## src/hdl/jsd_pkg.sv

```systemverilog
// Package for the Jensen-Shannon divergence block: widths, formats and the
// item and log request structures. Used by every module under hdl/.
`timescale 1ns / 1ps
package jsd_pkg;
   localparam int SAMPLE_BITS   = 24;
   localparam int FRACTION_BITS = 16;
   localparam int GUARD_BITS    = 8;
   localparam int MANT_Q        = 28;
   localparam int SQR_STEPS     = FRACTION_BITS + GUARD_BITS;
   localparam int MAX_PAIRS     = 4096;
   localparam int COUNT_BITS    = $clog2(MAX_PAIRS + 1);
   localparam int SUM_BITS      = 52;
   localparam int LOG_BITS      = 24;
   localparam int PROD_BITS     = SAMPLE_BITS + 1 + LOG_BITS;
   localparam int TERM_BITS     = PROD_BITS + 1;
   localparam int CONTRIB_BITS  = PROD_BITS;

   typedef struct packed {
      logic [SAMPLE_BITS-1:0] p;
      logic [SAMPLE_BITS-1:0] q;
      logic                   last;
      logic                   p_zero;
      logic                   q_zero;
   } item_type;

   typedef struct packed {
      logic                   start;
      logic [SAMPLE_BITS-1:0] x;
      logic [SAMPLE_BITS:0]   s;
   } log_req_type;
endpackage

```

## src/hdl/jsd_front.sv

```systemverilog
// Front end: accepts sample pairs, flags zero samples and queues them.
// Two-entry queue toward the back end; depends on jsd_pkg.
`timescale 1ns / 1ps
module jsd_front (
   input  logic                                clock,
   input  logic                                reset,
   input  logic                                req_valid,
   output logic                                req_stall,
   input  logic [jsd_pkg::SAMPLE_BITS-1:0]     req_p_sample,
   input  logic [jsd_pkg::SAMPLE_BITS-1:0]     req_q_sample,
   input  logic                                req_last_pair,
   output logic                                item_valid,
   output jsd_pkg::item_type                   item,
   input  logic                                item_pop
);
   jsd_pkg::item_type slot_ff [2];
   logic              wr_ptr_ff, wr_ptr_in, rd_ptr_ff, rd_ptr_in;
   logic [1:0]        fill_ff, fill_in;
   logic              push;

   assign req_stall  = (fill_ff == 2'd2);
   assign push       = req_valid && !req_stall;
   assign item_valid = (fill_ff != 2'd0);
   assign item       = slot_ff[rd_ptr_ff];

   always_comb begin
      wr_ptr_in = wr_ptr_ff ^ push;
      rd_ptr_in = rd_ptr_ff ^ item_pop;
      fill_in   = fill_ff + {1'b0, push} - {1'b0, item_pop};
   end

   always_ff @(posedge clock) begin
      if (reset) begin
         wr_ptr_ff <= 1'b0;
         rd_ptr_ff <= 1'b0;
         fill_ff   <= 2'd0;
      end else begin
         wr_ptr_ff <= wr_ptr_in;
         rd_ptr_ff <= rd_ptr_in;
         fill_ff   <= fill_in;
      end
      if (push) begin
         slot_ff[wr_ptr_ff].p      <= req_p_sample;
         slot_ff[wr_ptr_ff].q      <= req_q_sample;
         slot_ff[wr_ptr_ff].last   <= req_last_pair;
         slot_ff[wr_ptr_ff].p_zero <= (req_p_sample == '0);
         slot_ff[wr_ptr_ff].q_zero <= (req_q_sample == '0);
      end
   end
endmodule

```

## src/hdl/jsd_log.sv

```systemverilog
// Iterative fixed-point log2(2x/s): normalize, bit-serial divide, squaring.
// Shared by both samples of a pair; depends on jsd_pkg.
`timescale 1ns / 1ps
module jsd_log (
   input  logic                                clock,
   input  logic                                reset,
   input  jsd_pkg::log_req_type                req,
   output logic                                done,
   output logic signed [jsd_pkg::LOG_BITS-1:0] result
);
   typedef enum logic [2:0] {L_IDLE, L_NORM, L_DIV, L_SQR, L_DONE} state_type;

   localparam int NB = jsd_pkg::SAMPLE_BITS + 3;
   localparam int YB = jsd_pkg::MANT_Q + 1;

   state_type                     state_ff;
   logic [NB-1:0]                 num_ff;
   logic [jsd_pkg::SAMPLE_BITS:0] s_ff;
   logic signed [6:0]             e_ff;
   logic [4:0]                    cnt_ff;
   logic [YB-1:0]                 y_ff;
   logic [jsd_pkg::SQR_STEPS-1:0] v_ff;
   logic signed [jsd_pkg::LOG_BITS-1:0] result_ff;
   logic                          done_ff;

   logic [NB-1:0]     s_ext, s_dbl, r2;
   logic [2*YB-1:0]   prod;
   logic [YB:0]       sq;
   logic [jsd_pkg::SQR_STEPS:0] rnd;

   assign s_ext  = {2'b00, s_ff};
   assign s_dbl  = {1'b0, s_ff, 1'b0};
   assign r2     = {num_ff[NB-2:0], 1'b0};
   assign prod   = y_ff * y_ff;
   assign sq     = prod[2*YB-1:jsd_pkg::MANT_Q];
   assign rnd    = {1'b0, v_ff} + ((jsd_pkg::SQR_STEPS+1)'(1) << (jsd_pkg::GUARD_BITS - 1));
   assign done   = done_ff;
   assign result = result_ff;

   always_ff @(posedge clock) begin
      if (reset) begin
         state_ff <= L_IDLE;
         done_ff  <= 1'b0;
      end else begin
         done_ff <= (state_ff == L_DONE);
         case (state_ff)
            L_IDLE: begin
               if (req.start) begin
                  num_ff   <= {2'b00, req.x, 1'b0};
                  s_ff     <= req.s;
                  e_ff     <= '0;
                  state_ff <= L_NORM;
               end
            end
            L_NORM: begin
               // shift until 2x*2^k reaches s, then take the integer part
               if (num_ff < s_ext) begin
                  num_ff <= {num_ff[NB-2:0], 1'b0};
                  e_ff   <= e_ff - 7'sd1;
               end else begin
                  if (num_ff >= s_dbl) begin
                     num_ff <= '0;
                     e_ff   <= e_ff + 7'sd1;
                  end else begin
                     num_ff <= num_ff - s_ext;
                  end
                  y_ff     <= YB'(1);
                  cnt_ff   <= '0;
                  state_ff <= L_DIV;
               end
            end
            L_DIV: begin
               if (r2 >= s_ext) begin
                  num_ff <= r2 - s_ext;
                  y_ff   <= {y_ff[YB-2:0], 1'b1};
               end else begin
                  num_ff <= r2;
                  y_ff   <= {y_ff[YB-2:0], 1'b0};
               end
               if (cnt_ff == 5'(jsd_pkg::MANT_Q - 1)) begin
                  cnt_ff   <= '0;
                  v_ff     <= '0;
                  state_ff <= L_SQR;
               end else begin
                  cnt_ff <= cnt_ff + 5'd1;
               end
            end
            L_SQR: begin
               y_ff   <= sq[YB] ? sq[YB:1] : sq[YB-1:0];
               v_ff   <= {v_ff[jsd_pkg::SQR_STEPS-2:0], sq[YB]};
               cnt_ff <= cnt_ff + 5'd1;
               if (cnt_ff == 5'(jsd_pkg::SQR_STEPS - 1)) begin
                  state_ff <= L_DONE;
               end
            end
            L_DONE: begin
               result_ff <= {e_ff[6], e_ff, {jsd_pkg::FRACTION_BITS{1'b0}}}
                          + jsd_pkg::LOG_BITS'(rnd[jsd_pkg::SQR_STEPS:jsd_pkg::GUARD_BITS]);
               state_ff  <= L_IDLE;
            end
            default: state_ff <= L_IDLE;
         endcase
      end
   end
endmodule

```

## src/hdl/jsd_back.sv

```systemverilog
// Back end: sequences the log unit per sample, forms the term, accumulates
// with saturation and holds the result register. Depends on jsd_pkg, jsd_log.
`timescale 1ns / 1ps
module jsd_back (
   input  logic                                clock,
   input  logic                                reset,
   input  logic                                item_valid,
   input  jsd_pkg::item_type                   item,
   output logic                                item_pop,
   output logic                                rsp_valid,
   input  logic                                rsp_stall,
   output logic [jsd_pkg::SUM_BITS-1:0]        rsp_divergence,
   output logic                                rsp_saturated
);
   typedef enum logic [2:0] {
      S_IDLE, S_START, S_WAIT, S_ADD, S_CLIP, S_ACC
   } state_type;

   state_type                              state_ff;
   jsd_pkg::item_type                      cur_ff;
   logic                                   sel_ff;
   logic signed [jsd_pkg::PROD_BITS-1:0]   prod_ff;
   logic signed [jsd_pkg::TERM_BITS-1:0]   term_ff;
   logic [jsd_pkg::CONTRIB_BITS-1:0]       contrib_ff;
   logic [jsd_pkg::SUM_BITS-1:0]           sum_ff;
   logic [jsd_pkg::COUNT_BITS-1:0]         count_ff;
   logic                                   ovf_ff;
   logic                                   rsp_valid_ff;
   logic [jsd_pkg::SUM_BITS-1:0]           rsp_div_ff;
   logic                                   rsp_sat_ff;

   jsd_pkg::log_req_type                   log_req;
   logic                                   log_done;
   logic signed [jsd_pkg::LOG_BITS-1:0]    log_result;

   logic [jsd_pkg::SAMPLE_BITS-1:0]        x_sel;
   logic [jsd_pkg::TERM_BITS-1:0]          t_inc;
   logic [jsd_pkg::SUM_BITS:0]             total;
   logic [jsd_pkg::SUM_BITS-1:0]           sum_next;
   logic                                   ovf_next;
   logic [jsd_pkg::COUNT_BITS-1:0]         count_next;
   logic                                   out_busy;
   logic                                   rsp_load;

   assign x_sel         = sel_ff ? cur_ff.q : cur_ff.p;
   assign log_req.start = (state_ff == S_START);
   assign log_req.x     = x_sel;
   assign log_req.s     = {1'b0, cur_ff.p} + {1'b0, cur_ff.q};

   jsd_log u_log (
      .clock  (clock),
      .reset  (reset),
      .req    (log_req),
      .done   (log_done),
      .result (log_result)
   );

   assign item_pop       = (state_ff == S_IDLE) && item_valid;
   assign rsp_valid      = rsp_valid_ff;
   assign rsp_divergence = rsp_div_ff;
   assign rsp_saturated  = rsp_sat_ff;
   assign out_busy       = rsp_valid_ff && rsp_stall;
   assign rsp_load       = (state_ff == S_ACC) && cur_ff.last && !out_busy;
   assign t_inc          = term_ff + jsd_pkg::TERM_BITS'(1);

   always_comb begin
      total      = {1'b0, sum_ff} + (jsd_pkg::SUM_BITS+1)'(contrib_ff);
      sum_next   = total[jsd_pkg::SUM_BITS] ? '1 : total[jsd_pkg::SUM_BITS-1:0];
      ovf_next   = ovf_ff || total[jsd_pkg::SUM_BITS];
      count_next = count_ff;
      if (count_ff >= jsd_pkg::COUNT_BITS'(jsd_pkg::MAX_PAIRS)) begin
         ovf_next = 1'b1;
      end else begin
         count_next = count_ff + jsd_pkg::COUNT_BITS'(1);
      end
   end

   always_ff @(posedge clock) begin
      if (reset) begin
         state_ff     <= S_IDLE;
         sum_ff       <= '0;
         count_ff     <= '0;
         ovf_ff       <= 1'b0;
         rsp_valid_ff <= 1'b0;
      end else begin
         if (rsp_load) begin
            rsp_valid_ff <= 1'b1;
         end else if (rsp_valid_ff && !rsp_stall) begin
            rsp_valid_ff <= 1'b0;
         end
         case (state_ff)
            S_IDLE: begin
               if (item_valid) begin
                  cur_ff  <= item;
                  term_ff <= '0;
                  sel_ff  <= item.p_zero;
                  if (item.p_zero && item.q_zero) begin
                     state_ff <= S_CLIP;
                  end else begin
                     state_ff <= S_START;
                  end
               end
            end
            S_START: state_ff <= S_WAIT;
            S_WAIT: begin
               if (log_done) begin
                  prod_ff  <= $signed({1'b0, x_sel}) * log_result;
                  state_ff <= S_ADD;
               end
            end
            S_ADD: begin
               term_ff <= term_ff + jsd_pkg::TERM_BITS'(prod_ff);
               if (!sel_ff && !cur_ff.q_zero) begin
                  sel_ff   <= 1'b1;
                  state_ff <= S_START;
               end else begin
                  state_ff <= S_CLIP;
               end
            end
            S_CLIP: begin
               // halve the term, round half up, clamp negatives
               if (term_ff > 0) begin
                  contrib_ff <= t_inc[jsd_pkg::TERM_BITS-1:1];
               end else begin
                  contrib_ff <= '0;
               end
               state_ff <= S_ACC;
            end
            S_ACC: begin
               if (!cur_ff.last) begin
                  sum_ff   <= sum_next;
                  ovf_ff   <= ovf_next;
                  count_ff <= count_next;
                  state_ff <= S_IDLE;
               end else if (!out_busy) begin
                  rsp_div_ff   <= sum_next;
                  rsp_sat_ff   <= ovf_next;
                  sum_ff       <= '0;
                  ovf_ff       <= 1'b0;
                  count_ff     <= '0;
                  state_ff     <= S_IDLE;
               end
            end
            default: state_ff <= S_IDLE;
         endcase
      end
   end
endmodule

```

## src/hdl/jensen_shannon_divergence.sv

```systemverilog
// Jensen-Shannon divergence accumulator, top level.
// Depends on jsd_pkg, jsd_front, jsd_log and jsd_back.
//
// Usage: present one sample pair per req beat (req_p_sample, req_q_sample,
// req_last_pair). A beat is taken when req_valid is high and req_stall low.
// Each pair adds its share of the divergence to a running sum; the beat
// with req_last_pair set yields one rsp beat carrying rsp_divergence
// (unsigned, 16 fraction bits, saturating) and rsp_saturated, then the sum,
// pair count and overflow flag clear for the next vector.
// A pair of two zero samples skips the log unit; each nonzero sample runs
// through the one shared log unit (up to 24 normalize, 28 divide and 24
// squaring steps), one sample after the other. The back end starts a new
// pair only once the current one is done. A two-entry queue decouples
// intake from processing, so req beats are taken while the back end
// works. The result sits in an output register; while rsp_stall holds it,
// non-last pairs still proceed and only a further last pair waits. Reset
// is synchronous and clears the queue, the sum, the count and any pending
// result.
`timescale 1ns / 1ps
module jensen_shannon_divergence (
   input  logic                              clock,
   input  logic                              reset,
   input  logic                              req_valid,
   output logic                              req_stall,
   input  logic [jsd_pkg::SAMPLE_BITS-1:0]   req_p_sample,
   input  logic [jsd_pkg::SAMPLE_BITS-1:0]   req_q_sample,
   input  logic                              req_last_pair,
   output logic                              rsp_valid,
   input  logic                              rsp_stall,
   output logic [jsd_pkg::SUM_BITS-1:0]      rsp_divergence,
   output logic                              rsp_saturated
);
   logic              item_valid;
   logic              item_pop;
   jsd_pkg::item_type item;

   jsd_front u_front (
      .clock         (clock),
      .reset         (reset),
      .req_valid     (req_valid),
      .req_stall     (req_stall),
      .req_p_sample  (req_p_sample),
      .req_q_sample  (req_q_sample),
      .req_last_pair (req_last_pair),
      .item_valid    (item_valid),
      .item          (item),
      .item_pop      (item_pop)
   );

   jsd_back u_back (
      .clock          (clock),
      .reset          (reset),
      .item_valid     (item_valid),
      .item           (item),
      .item_pop       (item_pop),
      .rsp_valid      (rsp_valid),
      .rsp_stall      (rsp_stall),
      .rsp_divergence (rsp_divergence),
      .rsp_saturated  (rsp_saturated)
   );
endmodule

```

## config.mk

```make
export PLATFORM = sky130hd
export DESIGN_NAME = jensen_shannon_divergence
export DESIGN_NICKNAME = d
export VERILOG_FILES = /design/src/hdl/jsd_pkg.sv /design/src/hdl/jsd_front.sv /design/src/hdl/jsd_log.sv /design/src/hdl/jsd_back.sv /design/src/hdl/jensen_shannon_divergence.sv
export SDC_FILE = /design/constraint.sdc
export NUM_CORES = 2
export LEC_CHECK = 0
export ABC_AREA = 1
export BUFFER_PORTS_ARGS = -buffer_cell sky130_fd_sc_hd__buf_4
export CORE_MARGIN = 4
export CORE_UTILIZATION = 25
export DETAILED_ROUTE_END_ITERATION = 8
export SLEW_MARGIN = 20
export SYNTH_ARGS = -nofsm -noshare
export SYNTH_HDL_FRONTEND = slang
export SYNTH_SLANG_ARGS = --single-unit
```

## constraint.sdc

```tcl
create_clock -name clock -period 20.5 [get_ports clock]
set_input_delay 2.05 -clock clock [delete_from_list [all_inputs] [get_ports clock]]
set_output_delay 2.05 -clock clock [all_outputs]
set_load 0.01 [all_outputs]
```

* Word-level counts from Yosys, hierarchy flattened
Memory sizes are Yosys's and may differ from the RTL's. A register that Yosys moved wholly into a read port is not among the register bits.
Index checks and enable logic that the tools add are counted.
** Word-level totals
- Bits in registers :: 471
- RAM bits :: 102
- ROM bits :: 0
- Logic and storage cells :: 167
- Bits in latches :: 0
- Bits of input ports :: 53
- Output and inout bits :: 55
- Memories :: 1
** Cells by class
- Equality and inequality tests :: 23
- Multiply operators :: 2
- Order comparisons :: 5
- Add/subtract/negate cells :: 14
- Multiplexer cells :: 50
- Div/mod/pow operators :: 0
- Reductions and logical operators :: 41
- Bitwise operators :: 4
- Shift operators :: 0
** Memory list
- u_front.slot_ff :: depth 2, width 51, read ports 1, clocked after Yosys merged registers in 1, wr ports 1, line jsd_front.sv:16 : jsd_pkg::item_type slot_ff [2];
** Operator list (number)
- 52-bit two-way mux :: 3
- 27-bit two-way mux :: 4
- 50-bit one-hot mux with 2 select lines :: 1
- 29-bit one-hot mux with 3 select lines :: 1
- 27-bit one-hot mux with 3 select lines :: 1
- 29-bit by 29-bit multiplier with 58-bit output :: 1
- 29-bit two-way mux :: 2
- 27-bit by 25-bit subtractor with 27-bit output :: 2
- 52-bit by 49-bit adder with 53-bit output :: 1
- 50-bit by 2-bit adder with 50-bit output (second input constant) :: 1
- 50-bit by 49-bit adder with 50-bit output :: 1
- 50-bit by 1-bit > comparator with 1-bit output (second input constant) :: 1
- 50-bit two-way mux :: 1
- 25-bit by 24-bit multiplier with 49-bit output :: 1
- 24-bit zero test :: 2
- 24-bit two-way mux :: 2
- 24-bit one-hot mux with 2 select lines :: 1
- 13-bit two-way mux :: 3
- 3-bit two-way mux :: 10
- 27-bit by 25-bit >= comparator with 1-bit output :: 1
- 27-bit by 26-bit >= comparator with 1-bit output :: 1
- 27-bit by 25-bit < comparator with 1-bit output :: 1
- 3-bit AND reduction :: 9
- 24-bit by 24-bit adder with 25-bit output :: 1
- other kinds (35) :: 87

* Depth between registers and ports, before layout
- Depth after elaboration :: 5
- Mapped depth :: 36
- Depth with buffers taken out :: 34

* Modules after synthesis
A second synthesis with hierarchy kept.
** Unflattened totals
- Cell total of the unflattened synthesis :: 10442
- Area, all modules :: 83103.5 sq um
** By module, submodules not included
- jsd_back :: sequential area each 8968.6 sq um, area an instance 41423.5 sq um, times used 1, cells each 5359
- jsd_log :: sequential area each 4314.1 sq um, area an instance 37365.8 sq um, times used 1, cells each 4854
- jsd_front :: sequential area each 3143.0 sq um, area an instance 4314.1 sq um, times used 1, cells each 229

* Worst setup path after synthesis
Ideal clock, no wire load.
- Kind :: reg2reg
- Start point :: reg u_back.u_log.y_ff[17]
- End point :: reg u_back.u_log.y_ff[20], data pin
- Arrival :: 6.817 ns
- Buffers on the path :: 3
- Library setup time :: 0.257 ns
- Clock period less this slack :: 7.074 ns
- Cell stages (with the launch flop) :: 33
- Slack :: 13.426 ns
- Required time :: 20.243 ns
- Path through :: edfxtp_1 > clkbuf_1 > buf_1 > nand2_1 > fa_1 > inv_1 > fa_1 > inv_1 > fa_1 > fa_1 > inv_1 > fa_1 > fa_1 > fa_1 > inv_1 > fa_1 > inv_1 > ha_1 > nand2_1 > inv_1 > nand2_1 > nand2_1 > nand2_1 > nand2_1 > nand2_1 > nand2_1 > a21oi_1 > nand3_4 > nand2_8 > nor2_8 > buf_12 > nand2_2 > nand3_2
** Between the ends
- Word-level cells in the longest chain between the ends :: 3
** Ends and longest elaborated chain
- start: declaration :: line jsd_log.sv:21 : logic [YB-1:0] y_ff;
- start signal: assignment :: line jsd_log.sv:75 : y_ff <= {y_ff[YB-2:0], 1'b1};
- start signal: assignment :: line jsd_log.sv:78 : y_ff <= {y_ff[YB-2:0], 1'b0};
- start signal: assignment :: line jsd_log.sv:89 : y_ff <= sq[YB] ? sq[YB:1] : sq[YB-1:0];
- 29-bit by 29-bit multiplier with 58-bit output :: line jsd_log.sv:34 : assign prod = y_ff * y_ff;
- 29-bit two-way mux :: line jsd_log.sv:89
- 29-bit one-hot mux with 3 select lines :: line jsd_log.sv:46 : case (state_ff)
Every way passes these cells.
A chain may end at the register's enable or synchronous reset.

* Worst setup path after layout
- Start point :: reg u_back.sel_ff
- End point :: reg u_back.prod_ff[31] in the netlist's numbering, data pin
** Between the ends
- Word-level cells in the longest chain between the ends :: 2
** Ends and longest elaborated chain
- start: declaration :: line jsd_back.sv:21 : logic sel_ff;
- start signal: assignment :: line jsd_back.sv:96 : sel_ff <= item.p_zero;
- 24-bit two-way mux :: line jsd_back.sv:45 : assign x_sel = sel_ff ? cur_ff.q : cur_ff.p;
- 25-bit by 24-bit multiplier with 49-bit output :: line jsd_back.sv:107 : prod_ff <= $signed({1'b0, x_sel}) * log_result;
- end signal: assignment :: line jsd_back.sv:107
- end: declaration :: line jsd_back.sv:22 : logic signed [jsd_pkg::PROD_BITS-1:0] prod_ff;
Every way passes these cells.

==> flow_summary_export.csv <==
group,metric,value,unit
outcome,status,"complete, no violations",
setup_path,r2r-start,"u_back.sel_ff$_SDFFCE_PP1P_",
sta,finalHoldViolations,0,
floorplanning,coreArea,327000,sq um
global_routing,track_usage,0.151,
logic_synthesis,synth_edf_count,495,
global_routing,grt_pass1_wl,400000,um
global_routing,grt_max_degree,56,
drt,met1_length,114000,um
drt,routed-wl-met2,118000,um
setup_path,crit_end,"u_back.prod_ff[31]$_DFFE_PP_",
placement,gp_congestion,0.976,
logic_synthesis,syn_area_per_cell,7.86,sq um
clock_tree,numClockSinks,573,
drt,routed.top_layer,"met5",
drt,drt-total-wl,257000,um
floorplanning,die_area,338000,sq um
drt,wl_per_cell,17.3,um
global_routing,gr-total-overflow,0,
clock_tree,tritoncts,"yes",
clock_tree,cts_buffers,74,
sta,setup_viol,0,
floorplanning,start_util,0.251,
global_routing,grt_pass1_vias,68100,
drt,wl_met3,17300,um
clock_tree,path_clk_slew,0.07,ns
sta,skew,0.0467,ns
drt,first_pass_iters,6,
drt,drt_iter0_markers,5259,
setup_path,required,20.95,ns
layout,syn_to_final_growth,10.1,%
logic_synthesis,synth_area_leaders,"fa_1 (28%), edfxtp_1 (18%), nand2_1 (13%)",
logic_synthesis,synth_top_area_cell,"fa_1",
setup_path,crit_type,"flop to flop",
logic_synthesis,synth_flop_cell,"edfxtp_1",
setup_path,worstPathArrival,9.07,ns
clock_tree,cts_hold_buffers,0,
logic_synthesis,yosysWarnings,0,
layout,drive_above_1_share,0.0475,
floorplanning,die-height,582,um
logic_synthesis,synthCells,10500,
logic_synthesis,synth_cell_types,60,
logic_synthesis,ys_seq_area_frac,0.200,
setup_path,crit_fanout,26,
drt,vias,67200,
logic_synthesis,ys_seq_elements,573,
setup_path,startpoint,"u_back.sel_ff$_SDFFCE_PP1P_",
setup_path,endpoint_kind,"flop",
global_routing,grt_antenna_before_repair,7,
setup_path,ff2ff_path_depth,23,
drt,ant_nets,0,
run,cap_violations,0,
logic_synthesis,async_flop_share,0,
setup_path,critPathLaunchType,"flop",
layout,finalNetCount,12300,
sta,tightest_slew,1.20,ns
layout,n_fill_cell,35700,
logic_synthesis,yosys-top-cells-count,"nand2_1 (2743), inv_1 (2428), fa_1 (1137)",
setup_path,r2r_end,"u_back.prod_ff[31]$_DFFE_PP_",
sta,finalCriticalPeriod,8.61,ns
drt,route.detailed.drc,0,
logic_synthesis,syn_nets,12300,
logic_synthesis,synth_top_area_frac,0.277,
floorplanning,rows,210,
hold_path,min_path_type,"flop to flop",
sta,rsz0062_at_grt,"no",
logic_synthesis,syn_area,82200,sq um
clock_tree,clk_path_buf_depth,3,
clock_tree,htreeDepth,3,
drt,routed_via_density,4.52,
clock_tree,post_cts_resized,0,
placement,io_buffers,107,
logic_synthesis,yosysMostFrequentCell,"nand2_1",
setup_path,reg2reg_slack,11.89,ns
floorplanning,die_x,582,um
sta,fmax,116,MHz
sta,slew_headroom,0.199,
floorplanning,io_pins,108,
placement,hpwl,210000,um
sta,period_share,0.420,
sta,maxSlewViolCount,0,
clock_tree,cts_setup_buffers,0,
sta,tns,0,ns
clock_tree,cts-root-buf,"clkbuf_16",
clock_tree,insertion_delay,0.72,ns
## state kept, by name, indices dropped and copies added (netlist names), 2 cells and up
register and count:
u_back.cur_ff 50, u_front.slot_ff 102, u_back.u_log.y_ff 29, u_back.term_ff 50
u_back.u_log.v_ff 24, u_back.prod_ff 49, u_back.u_log.s_ff 25, u_back.u_log.e_ff 7
u_back.sum_ff 52, u_back.u_log.num_ff 27, u_back.u_log.state_ff 3, u_back.u_log.cnt_ff 5
u_back.state_ff 3, u_back.contrib_ff 49, u_back.rsp_divergence 52, u_back.count_ff 13
u_front.fill_ff 2, u_back.u_log.result 24
## placed cells by master, fill, tap and decap left out, types with 122 or more instances in the layout
cell and n:
edfxtp_1 495, nand3_1 362, fa_1 1137, xor2_1 122, nand2_1 2743, o21ai_0 201, ha_1 670, inv_1 2428
a21oi_1 454, buf_4 179, nor2_1 799
## cell type report
cell class	instances	area [sq um]	share of cell area
antenna	2	5.00	0.0000553
clock buffer	87	1960	0.0217
clock inverter	51	488	0.00539
inverter	2465	9280	0.103
multi-input combinational	7179	55600	0.614
sequential	573	16400	0.181
tap	4346	5440	0.0601
timing repair buffer	180	1360	0.0150
## critical path, cell delays in order, from the launching register on
cell	delay [ns]
edfxtp_1	0.76
inv_1	0.11
buf_4	0.26
o21ai_2	0.52
clkinv_1	0.78
nand2_1	0.28
fa_1	0.47
fa_1	0.58
inv_1	0.07
fa_1	0.51
inv_1	0.06
fa_1	0.48
fa_1	0.49
inv_1	0.05
fa_1	0.50
fa_1	0.49
ha_1	0.40
a21oi_1	0.25
o21ai_0	0.23
a21oi_1	0.29
nand2_1	0.12
a21oi_1	0.34
o21bai_1	0.13
xor2_1	0.17
## layer usage
metal | up-vias | global-route usage
li1 | 31900 | -
met1 | 32700 | 0.206
met2 | 2234 | 0.246
met3 | 400 | 0.0224
met4 | 6 | 0.0446
met5 | - | 0
## worst min-delay path by stage
stage,start,to,cells after the start
finish,u_back.count_ff[11]$_SDFFE_PP0P_,u_back.count_ff[11]$_SDFFE_PP0P_,2
global route,u_back.sum_ff[30]$_SDFFE_PP0P_,u_back.sum_ff[30]$_SDFFE_PP0P_,2
CTS,u_back.sum_ff[30]$_SDFFE_PP0P_,u_back.sum_ff[30]$_SDFFE_PP0P_,2
detailed placement,u_back.sum_ff[38]$_SDFFE_PP0P_,u_back.sum_ff[38]$_SDFFE_PP0P_,2
global placement,u_back.ovf_ff$_SDFFE_PP0P_,u_back.ovf_ff$_SDFFE_PP0P_,2
floorplan,u_back.count_ff[11]$_SDFFE_PP0P_,u_back.count_ff[11]$_SDFFE_PP0P_,2
## logic make-up (layout without fill, tap and decap cells)
group           count (synthesis)  after routing  synth area share
simple gates                 4345           4345             0.220
buf+inv                      2705           2783             0.126
fa+ha+maj                    1809           1809             0.379
compound gates                834            834            0.0557
flops                         573            573             0.200
xor+xnor                      190            190            0.0202
mux                             1              1          0.000122
other cells                     0              2                 0
## stage by stage
step,util,area (sq um),setup slack (ns),std cells,hold slack [ns]
after floorplan,-,82200,13.43,10500,0.442
after global placement,0.269,88100,11.95,14700,0.454
after detailed placement,0.269,88100,11.91,14700,0.463
after CTS,0.276,90500,11.88,14900,0.473
after global routing,0.277,90500,11.49,14900,0.482
final,0.277,90500,11.89,14900,0.470
Power is left out: the tool's default activity adds up to more than one toggle a clock period on the data nets, which glitch-free logic cannot reach.
